File: src/hdl/aloha_stop_and_wait_arq_core_defines.svh
// Assertion macros for the stop-and-wait ARQ core.
// Each macro checks a property on clk, disabled while rst_n is low.
`ifndef ALOHA_STOP_AND_WAIT_ARQ_CORE_DEFINES_SVH
`define ALOHA_STOP_AND_WAIT_ARQ_CORE_DEFINES_SVH

// Check that cons holds in the cycle in which ante holds
`define ASWARQ_ASSERT_SAME(lbl, ante, cons, msg) \
  lbl: assert property (@(posedge clk) disable iff (!rst_n) (ante) |-> (cons)) \
    else $error(msg);

// Check that cons holds in the cycle after ante holds
`define ASWARQ_ASSERT_NEXT(lbl, ante, cons, msg) \
  lbl: assert property (@(posedge clk) disable iff (!rst_n) (ante) |=> (cons)) \
    else $error(msg);

`endif

File: src/hdl/aswarq_pkg.sv
// Shared types and codes for the stop-and-wait ARQ core.
// No dependencies; every module in the project imports this package.
package aswarq_pkg;

  // Input commands
  localparam logic [1:0] CMD_REQUEST = 2'd0;
  localparam logic [1:0] CMD_FRAME   = 2'd1;
  localparam logic [1:0] CMD_TICK    = 2'd2;

  // Received frame kinds
  localparam logic [1:0] KIND_DATA = 2'd0;
  localparam logic [1:0] KIND_ACK  = 2'd1;

  // Result actions
  localparam logic [2:0] ACT_SEND_DATA = 3'd0;
  localparam logic [2:0] ACT_SEND_ACK  = 3'd1;
  localparam logic [2:0] ACT_DELIVER   = 3'd2;
  localparam logic [2:0] ACT_ACKED     = 3'd3;
  localparam logic [2:0] ACT_GAVE_UP   = 3'd4;
  localparam logic [2:0] ACT_ERROR     = 3'd5;

  // Error codes
  localparam logic [1:0] ERR_NONE       = 2'd0;
  localparam logic [1:0] ERR_FUTURE_ACK = 2'd1;
  localparam logic [1:0] ERR_OLD_ACK    = 2'd2;
  localparam logic [1:0] ERR_UNDEFINED  = 2'd3;

  // Configuration register indexes
  localparam logic [1:0] CFG_LOCAL_ADDR  = 2'd0;
  localparam logic [1:0] CFG_PEER_ADDR   = 2'd1;
  localparam logic [1:0] CFG_ACK_TIMEOUT = 2'd2;
  localparam logic [1:0] CFG_MAX_RETRIES = 2'd3;

  // Configuration reset values
  localparam logic [47:0] RST_LOCAL_ADDR  = 48'hF009_E090_E90E;
  localparam logic [47:0] RST_PEER_ADDR   = 48'h00F0_F0F0_F0F0;
  localparam logic [15:0] RST_ACK_TIMEOUT = 16'd100;
  localparam logic [7:0]  RST_MAX_RETRIES = 8'd100;

  // Sequence and backoff constants
  localparam logic [31:0] SEQ_FIRST    = 32'd1;
  localparam logic [31:0] SEQ_LAST     = 32'hFFFF_FFFE;
  localparam logic [15:0] LFSR_SEED    = 16'hACE1;
  localparam logic [15:0] LFSR_TAPS    = 16'hB400;

  typedef enum logic [1:0] {
    PH_IDLE,
    PH_WAIT,
    PH_BACKOFF
  } phase_t;

  typedef enum logic [2:0] {
    ST_IDLE,
    ST_DECODE,
    ST_DIV,
    ST_EMIT0,
    ST_EMIT1
  } ctrl_state_t;

  typedef struct packed {
    logic [1:0]  command;
    logic [47:0] frame_dst;
    logic [47:0] frame_src;
    logic [1:0]  frame_kind;
    logic [31:0] frame_seqno;
  } in_item_t;

  typedef struct packed {
    logic [2:0]  action;
    logic [47:0] out_src;
    logic [47:0] out_dst;
    logic [31:0] out_seqno;
    logic [1:0]  error_code;
    logic        last;
  } out_item_t;

  // Controller to datapath
  typedef struct packed {
    logic load_item;
    logic commit;
    logic div_start;
    logic div_commit;
    logic emit;
    logic emit_sel;
  } ctrl_cmd_t;

  // Datapath to controller
  typedef struct packed {
    logic       need_div;
    logic [1:0] res_count;
    logic       pend_two;
    logic       div_busy;
    logic       div_done;
    logic       out_free;
  } ctrl_sts_t;

endpackage

File: src/hdl/aswarq_divider.sv
// Iterative 16-bit remainder unit, one quotient bit per cycle.
// Uses aswarq_pkg only for the common import style.
module aswarq_divider
  import aswarq_pkg::*;
(
  input  logic        clk,
  input  logic        rst_n,
  input  logic        start,
  input  logic [15:0] dividend,
  input  logic [15:0] divisor,
  output logic        busy,
  output logic        done,
  output logic [15:0] remainder
);

  logic        busy_r, busy_nxt;
  logic        done_r, done_nxt;
  logic [3:0]  cnt_r, cnt_nxt;
  logic [15:0] rem_r, rem_nxt;
  logic [15:0] dvd_r, dvd_nxt;
  logic [15:0] dvs_r, dvs_nxt;
  logic [16:0] rem_sh;

  // Shift in the next dividend bit and subtract when it fits
  always_comb begin
    busy_nxt = busy_r;
    done_nxt = 1'b0;
    cnt_nxt  = cnt_r;
    rem_nxt  = rem_r;
    dvd_nxt  = dvd_r;
    dvs_nxt  = dvs_r;
    rem_sh   = {rem_r, dvd_r[15]};
    if (start) begin
      busy_nxt = 1'b1;
      cnt_nxt  = 4'd0;
      rem_nxt  = 16'd0;
      dvd_nxt  = dividend;
      dvs_nxt  = divisor;
    end else if (busy_r) begin
      dvd_nxt = {dvd_r[14:0], 1'b0};
      if (rem_sh >= {1'b0, dvs_r}) begin
        rem_nxt = 16'(rem_sh - {1'b0, dvs_r});
      end else begin
        rem_nxt = rem_sh[15:0];
      end
      cnt_nxt = cnt_r + 4'd1;
      if (cnt_r == 4'd15) begin
        busy_nxt = 1'b0;
        done_nxt = 1'b1;
      end
    end
  end

  always_ff @(posedge clk) begin
    if (!rst_n) begin
      busy_r <= 1'b0;
      done_r <= 1'b0;
      cnt_r  <= 4'd0;
    end else begin
      busy_r <= busy_nxt;
      done_r <= done_nxt;
      cnt_r  <= cnt_nxt;
    end
    rem_r <= rem_nxt;
    dvd_r <= dvd_nxt;
    dvs_r <= dvs_nxt;
  end

  assign busy      = busy_r;
  assign done      = done_r;
  assign remainder = rem_r;

endmodule

File: src/hdl/aswarq_datapath.sv
// Datapath: configuration, protocol state, result staging and output register.
// Uses aswarq_pkg and instantiates aswarq_divider for the backoff remainder.
module aswarq_datapath
  import aswarq_pkg::*;
#(
  parameter int QUEUE_DEPTH = 128
)
(
  input  logic        clk,
  input  logic        rst_n,
  input  logic        cfg_we,
  input  logic [1:0]  cfg_index,
  input  logic [47:0] cfg_wdata,
  input  in_item_t    in_data,
  output out_item_t   out_data,
  output logic        out_valid,
  input  logic        out_ready,
  input  ctrl_cmd_t   cmd,
  output ctrl_sts_t   sts
);

  localparam int QW = $clog2(QUEUE_DEPTH + 1);

  logic [47:0] local_addr_r;
  logic [47:0] peer_addr_r;
  logic [15:0] ack_timeout_r;
  logic [7:0]  max_retries_r;

  in_item_t    item_r;
  logic [31:0] tx_seq_r, tx_seq_nxt;
  logic [31:0] rx_last_r, rx_last_nxt;
  phase_t      phase_r, phase_nxt;
  logic [16:0] wait_r, wait_nxt;
  logic [8:0]  send_cnt_r, send_cnt_nxt;
  logic [QW-1:0] queued_r, queued_nxt;
  logic [15:0] lfsr_r, lfsr_nxt;

  out_item_t   pend0_r, pend1_r;
  logic        pend_two_r;
  out_item_t   out_r;
  logic        out_valid_r;

  out_item_t   res [2];
  out_item_t   res0_fin, res1_fin;
  logic [1:0]  res_cnt;
  logic        need_div;
  logic [15:0] teff;
  logic [31:0] seq_inc;
  logic [16:0] tick_wait;
  logic        div_busy, div_done;
  logic [15:0] div_rem;

  function automatic out_item_t mk_res(input logic [2:0] act, input logic [47:0] src,
                                       input logic [47:0] dst, input logic [31:0] seq,
                                       input logic [1:0] err);
    out_item_t r;
    r.action     = act;
    r.out_src    = src;
    r.out_dst    = dst;
    r.out_seqno  = seq;
    r.error_code = err;
    r.last       = 1'b0;
    return r;
  endfunction

  // Effective timeout and next sequence number
  assign teff    = (ack_timeout_r == 16'd0) ? 16'd1 : ack_timeout_r;
  assign seq_inc = (tx_seq_r == SEQ_LAST) ? SEQ_FIRST : tx_seq_r + 32'd1;
  assign tick_wait = (wait_r != 17'd0) ? wait_r - 17'd1 : 17'd0;

  // Work out the results and state update of the held transaction
  always_comb begin
    logic try_start;
    tx_seq_nxt   = tx_seq_r;
    rx_last_nxt  = rx_last_r;
    phase_nxt    = phase_r;
    wait_nxt     = wait_r;
    send_cnt_nxt = send_cnt_r;
    queued_nxt   = queued_r;
    lfsr_nxt     = lfsr_r;
    res[0]       = mk_res(ACT_ERROR, 48'd0, 48'd0, 32'd0, ERR_NONE);
    res[1]       = res[0];
    res_cnt      = 2'd0;
    need_div     = 1'b0;
    try_start    = 1'b0;
    case (item_r.command)
      CMD_REQUEST: begin
        if (queued_r >= QW'(QUEUE_DEPTH)) begin
          res[res_cnt[0]] = mk_res(ACT_ERROR, 48'd0, 48'd0, 32'd0, ERR_UNDEFINED);
          res_cnt = res_cnt + 2'd1;
        end else begin
          queued_nxt = queued_r + QW'(1);
        end
        try_start = 1'b1;
      end
      CMD_FRAME: begin
        if (item_r.frame_dst == local_addr_r) begin
          if (item_r.frame_kind == KIND_DATA) begin
            res[res_cnt[0]] = mk_res(ACT_SEND_ACK, local_addr_r, item_r.frame_src,
                                     item_r.frame_seqno, ERR_NONE);
            res_cnt = res_cnt + 2'd1;
            if (item_r.frame_seqno > rx_last_r || item_r.frame_seqno == SEQ_FIRST) begin
              res[res_cnt[0]] = mk_res(ACT_DELIVER, item_r.frame_src, item_r.frame_dst,
                                       item_r.frame_seqno, ERR_NONE);
              res_cnt = res_cnt + 2'd1;
              rx_last_nxt = item_r.frame_seqno;
            end
          end else if (item_r.frame_kind == KIND_ACK) begin
            if (item_r.frame_seqno == tx_seq_r) begin
              // Matching ACK completes the frame unless nothing is in flight
              if (phase_r != PH_IDLE) begin
                res[res_cnt[0]] = mk_res(ACT_ACKED, 48'd0, 48'd0, tx_seq_r, ERR_NONE);
                res_cnt = res_cnt + 2'd1;
                tx_seq_nxt   = seq_inc;
                phase_nxt    = PH_IDLE;
                wait_nxt     = 17'd0;
                send_cnt_nxt = 9'd0;
                try_start    = 1'b1;
              end
            end else if (item_r.frame_seqno > tx_seq_r) begin
              res[res_cnt[0]] = mk_res(ACT_ERROR, 48'd0, 48'd0, item_r.frame_seqno,
                                       ERR_FUTURE_ACK);
              res_cnt = res_cnt + 2'd1;
            end else begin
              res[res_cnt[0]] = mk_res(ACT_ERROR, 48'd0, 48'd0, item_r.frame_seqno,
                                       ERR_OLD_ACK);
              res_cnt = res_cnt + 2'd1;
            end
          end else begin
            res[res_cnt[0]] = mk_res(ACT_ERROR, 48'd0, 48'd0, item_r.frame_seqno,
                                     ERR_UNDEFINED);
            res_cnt = res_cnt + 2'd1;
          end
        end
      end
      CMD_TICK: begin
        if (phase_r != PH_IDLE) begin
          wait_nxt = tick_wait;
          if (tick_wait == 17'd0) begin
            if (phase_r == PH_WAIT) begin
              // Step the LFSR and hand its new value to the divider
              lfsr_nxt  = lfsr_r[0] ? ({1'b0, lfsr_r[15:1]} ^ LFSR_TAPS)
                                    : {1'b0, lfsr_r[15:1]};
              phase_nxt = PH_BACKOFF;
              need_div  = 1'b1;
            end else if (send_cnt_r >= {1'b0, max_retries_r} + 9'd1) begin
              res[res_cnt[0]] = mk_res(ACT_GAVE_UP, 48'd0, 48'd0, tx_seq_r, ERR_NONE);
              res_cnt = res_cnt + 2'd1;
              tx_seq_nxt   = seq_inc;
              phase_nxt    = PH_IDLE;
              wait_nxt     = 17'd0;
              send_cnt_nxt = 9'd0;
              try_start    = 1'b1;
            end else begin
              res[res_cnt[0]] = mk_res(ACT_SEND_DATA, local_addr_r, peer_addr_r,
                                       tx_seq_r, ERR_NONE);
              res_cnt = res_cnt + 2'd1;
              send_cnt_nxt = send_cnt_r + 9'd1;
              phase_nxt    = PH_WAIT;
              wait_nxt     = {1'b0, teff};
            end
          end
        end
      end
      default: begin
      end
    endcase
    // Start the next queued request once the engine is free
    if (try_start && phase_nxt == PH_IDLE && queued_nxt != '0) begin
      queued_nxt   = queued_nxt - QW'(1);
      send_cnt_nxt = 9'd1;
      phase_nxt    = PH_WAIT;
      wait_nxt     = {1'b0, teff};
      res[res_cnt[0]] = mk_res(ACT_SEND_DATA, local_addr_r, peer_addr_r, tx_seq_nxt,
                               ERR_NONE);
      res_cnt = res_cnt + 2'd1;
    end
  end

  // Mark the final result of the transaction
  always_comb begin
    res0_fin      = res[0];
    res0_fin.last = (res_cnt == 2'd1);
    res1_fin      = res[1];
    res1_fin.last = 1'b1;
  end

  aswarq_divider u_div (
    .clk       (clk),
    .rst_n     (rst_n),
    .start     (cmd.div_start),
    .dividend  (lfsr_nxt),
    .divisor   (teff),
    .busy      (div_busy),
    .done      (div_done),
    .remainder (div_rem)
  );

  // Configuration registers
  always_ff @(posedge clk) begin
    if (!rst_n) begin
      local_addr_r  <= RST_LOCAL_ADDR;
      peer_addr_r   <= RST_PEER_ADDR;
      ack_timeout_r <= RST_ACK_TIMEOUT;
      max_retries_r <= RST_MAX_RETRIES;
    end else if (cfg_we) begin
      case (cfg_index)
        CFG_LOCAL_ADDR:  local_addr_r  <= cfg_wdata;
        CFG_PEER_ADDR:   peer_addr_r   <= cfg_wdata;
        CFG_ACK_TIMEOUT: ack_timeout_r <= cfg_wdata[15:0];
        CFG_MAX_RETRIES: max_retries_r <= cfg_wdata[7:0];
        default: begin
        end
      endcase
    end
  end

  // Protocol state: commit decode results, then the backoff length
  always_ff @(posedge clk) begin
    if (!rst_n) begin
      tx_seq_r   <= SEQ_FIRST;
      rx_last_r  <= 32'd0;
      phase_r    <= PH_IDLE;
      wait_r     <= 17'd0;
      send_cnt_r <= 9'd0;
      queued_r   <= '0;
      lfsr_r     <= LFSR_SEED;
    end else if (cmd.commit) begin
      tx_seq_r   <= tx_seq_nxt;
      rx_last_r  <= rx_last_nxt;
      phase_r    <= phase_nxt;
      wait_r     <= wait_nxt;
      send_cnt_r <= send_cnt_nxt;
      queued_r   <= queued_nxt;
      lfsr_r     <= lfsr_nxt;
    end else if (cmd.div_commit) begin
      wait_r <= {1'b0, teff} + {1'b0, div_rem};
    end
  end

  // Hold the accepted transaction and the staged results
  always_ff @(posedge clk) begin
    if (cmd.load_item) begin
      item_r <= in_data;
    end
    if (cmd.commit) begin
      pend0_r <= res0_fin;
      pend1_r <= res1_fin;
    end
  end

  always_ff @(posedge clk) begin
    if (!rst_n) begin
      pend_two_r <= 1'b0;
    end else if (cmd.commit) begin
      pend_two_r <= (res_cnt == 2'd2);
    end
  end

  // Output register: load on emit, drop when taken
  always_ff @(posedge clk) begin
    if (!rst_n) begin
      out_valid_r <= 1'b0;
    end else if (cmd.emit) begin
      out_valid_r <= 1'b1;
    end else if (out_ready) begin
      out_valid_r <= 1'b0;
    end
  end

  always_ff @(posedge clk) begin
    if (cmd.emit) begin
      out_r <= cmd.emit_sel ? pend1_r : pend0_r;
    end
  end

  assign out_data  = out_r;
  assign out_valid = out_valid_r;

  always_comb begin
    sts.need_div  = need_div;
    sts.res_count = res_cnt;
    sts.pend_two  = pend_two_r;
    sts.div_busy  = div_busy;
    sts.div_done  = div_done;
    sts.out_free  = !out_valid_r || out_ready;
  end

endmodule

File: src/hdl/aswarq_ctrl.sv
// Controller: sequences accept, decode, backoff division and result emission.
// Uses aswarq_pkg and the assertion macros header.
`include "aloha_stop_and_wait_arq_core_defines.svh"

module aswarq_ctrl
  import aswarq_pkg::*;
(
  input  logic      clk,
  input  logic      rst_n,
  input  logic      in_valid,
  output logic      in_ready,
  input  ctrl_sts_t sts,
  output ctrl_cmd_t cmd
);

  ctrl_state_t state_r, state_nxt;

  // Next state
  always_comb begin
    state_nxt = state_r;
    case (state_r)
      ST_IDLE: begin
        if (in_valid) begin
          state_nxt = ST_DECODE;
        end
      end
      ST_DECODE: begin
        if (sts.need_div) begin
          state_nxt = ST_DIV;
        end else if (sts.res_count == 2'd0) begin
          state_nxt = ST_IDLE;
        end else begin
          state_nxt = ST_EMIT0;
        end
      end
      ST_DIV: begin
        if (sts.div_done) begin
          state_nxt = ST_IDLE;
        end
      end
      ST_EMIT0: begin
        if (sts.out_free) begin
          state_nxt = sts.pend_two ? ST_EMIT1 : ST_IDLE;
        end
      end
      ST_EMIT1: begin
        if (sts.out_free) begin
          state_nxt = ST_IDLE;
        end
      end
      default: state_nxt = ST_IDLE;
    endcase
  end

  // Outputs
  always_comb begin
    in_ready       = 1'b0;
    cmd.load_item  = 1'b0;
    cmd.commit     = 1'b0;
    cmd.div_start  = 1'b0;
    cmd.div_commit = 1'b0;
    cmd.emit       = 1'b0;
    cmd.emit_sel   = 1'b0;
    case (state_r)
      ST_IDLE: begin
        in_ready      = 1'b1;
        cmd.load_item = in_valid;
      end
      ST_DECODE: begin
        cmd.commit    = 1'b1;
        cmd.div_start = sts.need_div;
      end
      ST_DIV: begin
        cmd.div_commit = sts.div_done;
      end
      ST_EMIT0: begin
        cmd.emit = sts.out_free;
      end
      ST_EMIT1: begin
        cmd.emit     = sts.out_free;
        cmd.emit_sel = 1'b1;
      end
      default: begin
      end
    endcase
  end

  always_ff @(posedge clk) begin
    if (!rst_n) begin
      state_r <= ST_IDLE;
    end else begin
      state_r <= state_nxt;
    end
  end

  `ASWARQ_ASSERT_SAME(a_emit_slot_free, cmd.emit, sts.out_free, "result overwrote output")
  `ASWARQ_ASSERT_SAME(a_second_staged, state_r == ST_EMIT1, sts.pend_two, "no second result")
  `ASWARQ_ASSERT_SAME(a_div_running, state_r == ST_DIV, sts.div_busy || sts.div_done, "divider idle")
  `ASWARQ_ASSERT_NEXT(a_div_started, cmd.div_start, sts.div_busy, "divider did not start")

endmodule

File: src/hdl/aloha_stop_and_wait_arq_core.sv
// Stop-and-wait ALOHA ARQ engine: one transaction in flight at a time. A transmit
// request or frame header is accepted and decoded, then each result it causes (at
// most two) is emitted once the output register is free. A tick that ends the ACK
// wait is decoded and then waits on the sixteen-step remainder unit that sizes the
// backoff. Config writes go straight to the registers through cfg_we.
module aloha_stop_and_wait_arq_core
  import aswarq_pkg::*;
#(
  parameter int QUEUE_DEPTH = 128
)
(
  input  logic        clk,
  input  logic        rst_n,
  input  logic        in_valid,
  output logic        in_ready,
  input  in_item_t    in_data,
  output logic        out_valid,
  input  logic        out_ready,
  output out_item_t   out_data,
  input  logic        cfg_we,
  input  logic [1:0]  cfg_index,
  input  logic [47:0] cfg_wdata
);

  ctrl_cmd_t cmd;
  ctrl_sts_t sts;

  aswarq_ctrl u_ctrl (
    .clk      (clk),
    .rst_n    (rst_n),
    .in_valid (in_valid),
    .in_ready (in_ready),
    .sts      (sts),
    .cmd      (cmd)
  );

  aswarq_datapath #(
    .QUEUE_DEPTH (QUEUE_DEPTH)
  ) u_dp (
    .clk       (clk),
    .rst_n     (rst_n),
    .cfg_we    (cfg_we),
    .cfg_index (cfg_index),
    .cfg_wdata (cfg_wdata),
    .in_data   (in_data),
    .out_data  (out_data),
    .out_valid (out_valid),
    .out_ready (out_ready),
    .cmd       (cmd),
    .sts       (sts)
  );

endmodule

File: config.mk
export PLATFORM = sky130hd
export DESIGN_NAME = aloha_stop_and_wait_arq_core
export DESIGN_NICKNAME = d
export VERILOG_FILES = /design/src/hdl/aswarq_pkg.sv /design/src/hdl/aswarq_divider.sv /design/src/hdl/aswarq_datapath.sv /design/src/hdl/aswarq_ctrl.sv /design/src/hdl/aloha_stop_and_wait_arq_core.sv
export VERILOG_INCLUDE_DIRS = /design/src /design/src/hdl
export SDC_FILE = /design/constraint.sdc
export NUM_CORES = 2
export LEC_CHECK = 0
export ABC_AREA = 1
export BUFFER_PORTS_ARGS = -buffer_cell sky130_fd_sc_hd__buf_2
export CAP_MARGIN = 40
export CORE_ASPECT_RATIO = 0.75
export CORE_UTILIZATION = 40
export DETAILED_ROUTE_END_ITERATION = 6
export PLACE_DENSITY = 0.65
export SYNTH_ARGS = -nofsm -noshare
export SYNTH_HDL_FRONTEND = slang
export SYNTH_SLANG_ARGS = --single-unit
File: constraint.sdc
create_clock -name clk -period 9.9 [get_ports clk]
set_input_delay 1.98 -clock clk [delete_from_list [all_inputs] [get_ports clk]]
set_output_delay 1.98 -clock clk [all_outputs]
set_load 0.02 [all_outputs]
[Word-level counts from Yosys, hierarchy flattened]
Cells that the tools add are included.
Operators by class
  divide/modulo/power cells: 0
  $lt $le $gt $ge: 7
  shift operators: 0
  mux-type cells: 125
  multipliers: 0
  equality and inequality tests: 37
  add/subtract/negate cells: 10
  bitwise logic cells: 4
  reductions and logical operators: 32
Operators by type and width (count)
  134-bit 2-to-1 mux: 13
  268-bit 2-to-1 mux: 2
  134-bit one-hot mux with 3 select lines: 1
  32-bit 2-to-1 mux: 10
  268-bit bitwise mux: 1
  17-bit 2-to-1 mux: 12
  16-bit 2-to-1 mux: 10
  134-bit demux with 1-bit select: 1
  9-bit 2-to-1 mux: 10
  32-bit > comparator: 2
  32-bit one-hot mux with 2 select lines: 1
  48-bit equality test: 1
  2-bit 2-to-1 mux: 18
  17-bit one-hot mux with 2 select lines: 1
  32-bit by 1-bit adder with 32-bit output, second input constant: 1
  32-bit by 1-bit equality test with 1-bit output, second input constant: 1
  32-bit equality test: 1
  32-bit equality test, second input constant: 1
  1-bit 2-to-1 mux: 29
  3-bit 2-to-1 mux: 8
  8-bit 2-to-1 mux: 3
  4-bit by 2-bit inequality test with 1-bit output, second input constant: 5
  3-bit by 1-bit inequality test with 1-bit output, second input constant: 6
  9-bit one-hot mux with 2 select lines: 1
  50 further kinds: 76
Storage, ports and cells
  logic and storage cells: 257
  memories kept: 0
  latch bits: 0
  register bits after elaboration: 828
  ROM bits: 0
  output and inout bits: 136
  bits in writable memories: 0
  bits of input ports: 187

[Depth between registers and ports, before layout]
  depth after elaboration: 15
  depth in mapped cells: 29
  depth with buffers taken out: 29

[Hierarchy]
From an unflattened synthesis, not the netlist that was laid out.
Unflattened totals
  cell total of the unflattened synthesis: 4437
  area total of the unflattened synthesis: 39651.8 um^2
Modules (own cells, without submodules)
  aswarq_datapath: cells an instance 3937, sequential area each 20679.8 um^2, area each 36022.0 um^2, times used 1
  aswarq_divider: cells an instance 455, sequential area each 1401.3 um^2, area each 3349.5 um^2, times used 1
  aswarq_ctrl: cells an instance 45, sequential area each 60.1 um^2, area each 280.3 um^2, times used 1

[Worst setup path after synthesis]
No wires, ideal clock.
  path type: register to register
  start point: reg u_ctrl.state_r[0]
  end point: reg u_dp.tx_seq_r[22]
  clock period less this slack: 9157 ps
  path buffers: 2
  cell stages (with the launch flop): 6
  setup time: 447 ps
  required time: 9453 ps
  data arrival time: 8711 ps
  slack: 743 ps
  cell sequence: dfxtp_1 > inv_1 > nor3_1 > clkbuf_1 > clkbuf_1 > a21oi_1
On the way
  cells in the longest elaborated chain, start to end: 2
Ends and longest elaborated chain
  from (decl): RTL line aswarq_ctrl.sv:16  | ctrl_state_t state_r, state_nxt;
  from (signal assigned): RTL line aswarq_ctrl.sv:92  | state_r <= state_nxt;
  3-bit by 1-bit equality test with 1-bit output: RTL line aswarq_ctrl.sv:64  | case (state_r)
  2-bit 2-to-1 mux: RTL line aswarq_ctrl.sv:64
  to (signal assigned): RTL line aswarq_datapath.sv:229  | tx_seq_r <= tx_seq_nxt;
  to (decl): RTL line aswarq_datapath.sv:30  | logic [31:0] tx_seq_r, tx_seq_nxt;
No other way between the ends.
A chain may end at the register's enable or synchronous reset.

[Final worst setup path]
  start point: reg u_dp.max_retries_r[0]
  end point: reg u_ctrl.state_r[1]
On the way
  cells in the longest elaborated chain, start to end: 15
  elaborated cells on any way between the ends: 20
  classes of those cells: 1 x add/sub; 1 x order compare; 14 x mux; 4 x reduce/logical
Ends and longest elaborated chain
  from (decl): RTL line aswarq_datapath.sv:27  | logic [7:0] max_retries_r;
  from (signal assigned): RTL line aswarq_datapath.sv:211  | CFG_MAX_RETRIES: max_retries_r <= cfg_wdata[7:0];
  8-bit by 1-bit adder with 9-bit output *: RTL line aswarq_datapath.sv:146  | end else if (send_cnt_r >= {1'b0, max_retries_r} + 9'd1) begin
  9-bit greater-or-equal comparator *: RTL line aswarq_datapath.sv:146
  1-bit 2-to-1 mux: RTL line aswarq_datapath.sv:146
  2-bit 2-to-1 mux: RTL line aswarq_datapath.sv:140  | if (phase_r == PH_WAIT) begin
  2-bit 2-to-1 mux: RTL line aswarq_datapath.sv:139  | if (tick_wait == 17'd0) begin
  2-bit 2-to-1 mux: RTL line aswarq_datapath.sv:137  | if (phase_r != PH_IDLE) begin
  2-bit one-hot mux with 2 select lines: RTL line aswarq_datapath.sv:86  | case (item_r.command)
  2-bit logical NOT: RTL line aswarq_datapath.sv:169  | if (try_start && phase_nxt == PH_IDLE && queued_nxt != '0) begin
  1-bit logical AND * (2 in a row): RTL line aswarq_datapath.sv:169
  2-bit 2-to-1 mux *: RTL line aswarq_datapath.sv:169
  2-bit logical NOT *: RTL line aswarq_ctrl.sv:30  | end else if (sts.res_count == 2'd0) begin
  2-bit 2-to-1 mux *: RTL line aswarq_ctrl.sv:30
  3-bit 2-to-1 mux *: RTL line aswarq_ctrl.sv:28  | if (sts.need_div) begin
  3-bit one-hot mux with 5 select lines *: RTL line aswarq_ctrl.sv:21  | case (state_r)
Mark *: on every way between the ends. The rest lies on a longest branch, timed or not.

==> impl_metrics.csv <==
group,metric,value,unit
run_status,outcome,"complete, but fails checks",
run_status,violations,"design-rule violations",
grt,grt_usage,22.5,%
min_path,worstHoldPathCells,2,
floorplan,die-area,98900,um^2
grt,grt_pass1_wl,171,mm
placed_design,dp_cells,5629,
detailed_routing,postRouteAntennaNets,0,
timing,finalHoldWorstSlack,0.474,ns
timing,fin_crit_sh,54.2,%
power,p_sw,2800,uW
worst_setup_path,crit_chain,"inv_1, nor3_1, nand3_1, nor2_1, xor2_1, inv_1, ha_1, nand2_1, o21a_1, a21boi_0, nand3_1, nor2_1, nand4_1, nor2_1, a21oi_2, nand3_4, buf_12, buf_4, buf_16, nand2_1, nand2_1, o21ai_0, a21oi_1",
worst_setup_path,critPathLaunchType,"register",
min_path,min_from,"u_dp.lfsr_r[7]",
floorplan,io_pins,323,
synth,syn_area_per_cell,9.32,um^2
worst_setup_path,cp_slowest_stage_delay,0.77,ns
power,swShare,30.7,%
power,power.total,9110,uW
cells_and_area,fin_nets,4721,
synth,syn_nets,4498,
cells_and_area,multi_input_area,14200,um^2
grt,grt-ovfl-total,0,
floorplan,std_cell_rows,98,
synth,synth_top_area_cell,"edfxtp_1",
clock_network,cts_buffers,82,
worst_setup_path,r2r_cells,23,
worst_setup_path,critPathRequiredTime,10.43,ns
floorplan,die_height,273,um
detailed_routing,drt-initial-drc-count,3617,
worst_setup_path,r2r_setup_slack,4.53,ns
power,p_leak,0.0179,uW
clock_network,cts_hold_buf,0,
timing,skew,0.0408,ns
power,p_int,6310,uW
timing,max_freq,186,MHz
timing,finalMaxSlewViolations,0,
synth,synth_area_leaders,"edfxtp_1 43%, dfxtp_1 13%, nand2_1 8.9%, inv_1 4.7%, o21ai_0 4.0%",
worst_setup_path,cp-end-kind,"register",
grt,use_met3,5.60,%
worst_setup_path,reg2reg_to,"u_ctrl.state_r[1]",
floorplan,dieWidth,363,um
cells_and_area,finalNonFillerCells,5789,
synth,ys_seq_elements,825,
power,seq_power_share,46.9,%
clock_network,clkSlewWorstSetupHoldPaths,0.06,ns
power,ir_worst_vdd,0.192,mV
clock_network,cts_tree,"done",
grt,use_met2,32.6,%
cells_and_area,seqCellArea,22100,um^2
worst_setup_path,slowest_stage,"o21ai_0",
synth,syn-instance-count,4190,
synth,syn_area,39100,um^2
floorplan,initial_utilization,40.7,%
clock_network,cts_max_level,3,
synth,synth_seq_area_share,56.7,%
min_path,hold_path.class,"register to register",
cells_and_area,fillers,8946,
synth,yosys_warnings,0,
detailed_routing,routedWlPerCell,19.9,um
power,p_clk_share,34.6,%
worst_setup_path,cp.arrival,5.90,ns
worst_setup_path,setup.worst_path.class,"register to register",
job,maxCapViolCount,0,
worst_setup_path,path_max_fanout,59,
clock_network,root_buffer,"clkbuf_16",
placed_design,post_dp_cell_area,42000,um^2
min_path,holdPathEnd,"u_dp.lfsr_r[7]",
detailed_routing,vias_per_cell,5.42,
worst_setup_path,r2r-start,"u_dp.max_retries_r[0]",
clock_network,clock_sinks,825,
timing,finalHoldViolations,0,
grt,grt_pass1_vias,28600,
timing,finalSetupViolations,0,
timing,worstMarginPinSlew,1.21,ns
floorplan,coreArea,96000,um^2
cells_and_area,finalInstanceArea,44800,um^2
clock_network,clk_latency,0.70,ns
cells_and_area,final_common_cell,"nand2_1",
clock_network,cts_setup_buffers,0,
detailed_routing,first_pass_iters,7,
cells_and_area,layout_common_cells,"926 x nand2_1, 562 x edfxtp_1, 482 x inv_1, 322 x buf_2, 314 x o21ai_0",
grt,grt_max_degree,151,
grt,busiest_layer,"met1",
cells_and_area,drive_above_1_share,12.6,%
synth,synth_top_cell_area_share,43.2,%
timing,max_slew_margin,19.6,%
cells_and_area,area_growth,14.7,%
detailed_routing,via_count,31400,
clock_network,clk_path_buf_depth,3,
power,combPwrFrac,18.5,%
synth,synth_cell_types,59,
placed_design,dp_hpwl,77.7,mm
detailed_routing,drt-total-wl,115,mm
grt,antenna_found_initial,13,
detailed_routing,drc,3,
power,p_per_area,203,nW/um^2
grt,grt_use_met1,32.7,%
placed_design,routabilityCongestion,0.966,
placed_design,port_buffers,322,
timing,setup_tns,0,ns
timing,min_period,5.37,ns
timing,rsz0062_at_grt,"false",
clock_network,cts_resized,0,
## power by group through the flow
stage	Clock (uW)	Sequential, uW	Combinational [uW]
after global routing	3340	4300	1860
after CTS	3200	4270	1670
after global placement	0	4330	1610
after detailed placement	0	4340	1660
final	3150	4270	1690
after floorplan	0	4390	1110
## sequential cells by signal (all words and copies together) (netlist names), 2 cells and up
register and count:
u_dp.send_cnt_r 9, u_dp.pend1_r 130, u_dp.pend0_r 134, u_dp.ack_timeout_r 16, u_dp.lfsr_r 16, u_dp.u_div.remainder 16, u_dp.peer_addr_r 48, u_ctrl.state_r 3
u_dp.phase_r 2, u_dp.max_retries_r 8, u_dp.item_r 132, u_dp.wait_r 17, u_dp.u_div.cnt_r 4, u_dp.queued_r 8, u_dp.local_addr_r 48, u_dp.rx_last_r 32
u_dp.out_data 134, u_dp.tx_seq_r 32, u_dp.u_div.dvd_r 16, u_dp.u_div.dvs_r 16
## worst max path at each step
stage | from | slack [ns] | to
2_1_floorplan | u_ctrl.state_r[0] | 0.74 | u_dp.tx_seq_r[22]
3_3_place_gp | u_dp.max_retries_r[0] | 4.23 | u_dp.pend1_r[69]
3_5_place_dp | u_dp.max_retries_r[0] | 4.70 | u_dp.pend1_r[86]
4_1_cts | u_dp.max_retries_r[0] | 4.67 | u_dp.pend1_r[120]
5_1_grt | u_dp.max_retries_r[0] | 4.28 | u_ctrl.state_r[1]
6_report | u_dp.max_retries_r[0] | 4.53 | u_ctrl.state_r[1]
## routing by layer
layer / share of wire, % / wire, um
met1: 45 / 51400
met2: 43 / 48900
met3: 9.9 / 11300
met4: 2.7 / 3160
met5: 0.052 / 60
## cell type report
cell class,instances,share of cell area (%)
sequential,825,49.4
clock inverter,42,0.947
clock buffer,112,5.15
tap,1300,3.63
timing repair buffer,372,5.03
multi-input combinational,2636,31.6
antenna,6,0.0335
inverter,496,4.17
## worst max-delay path, delay by kind of cell (launching register included)
family / cells / cell delay (ns)
XOR/XNOR: 1 / 0.16
adder cells (fa/ha/maj): 1 / 0.29
AO/OA/AOI/OAI: 5 / 1.50
buffers and inverters: 5 / 0.88
AND/OR/NAND/NOR: 11 / 1.96
flip-flops: 1 / 0.33
## through the flow
stage	utilization [%]	worst slack [ns]
2_1_floorplan	-	0.743
3_3_place_gp	43.4	4.23
3_5_place_dp	43.8	4.70
4_1_cts	46.6	4.67
5_1_grt	46.7	4.28
6_report	46.7	4.53
## kinds of logic after synthesis
group	share of synthesized area, %
AOI/OAI and AO/OA	15.5
xor gates and xnor gates	1.53
adders and majority gates	3.92
buffers and inverters	7.22
DFF	56.7
muxes	0.103
and+or+nand+nor	15.0
## cells in the mapped netlist (all sizes together)
cell     count
o22ai      155
a32oi        4
inv        492
nand2      932
o21ai      342
nor4        16
fa           2
a21boi       3
a2111oi      1
nor2       245
a211oi       3
a41oi        4
mux2i        4
o41ai        1
a21oi      306
o21a         5
nand4       55
edfxtp     562
o32ai       48
clkbuf     182
nor3        40
a31oi       12
o211ai      84
dfxtp      263
buf         51
and3         2
clkinv       4
a221oi       2
ha         119
a22oi       32
nand3b       2
a21o         3
o221ai       2
o21bai       3
xor2        55
xnor2       13
o211a        1
or2          6
o31ai        4
a311oi       1
o2111ai      2
and2         1
nand3      126
No activity file was read; power rests on OpenSTA's default activity.
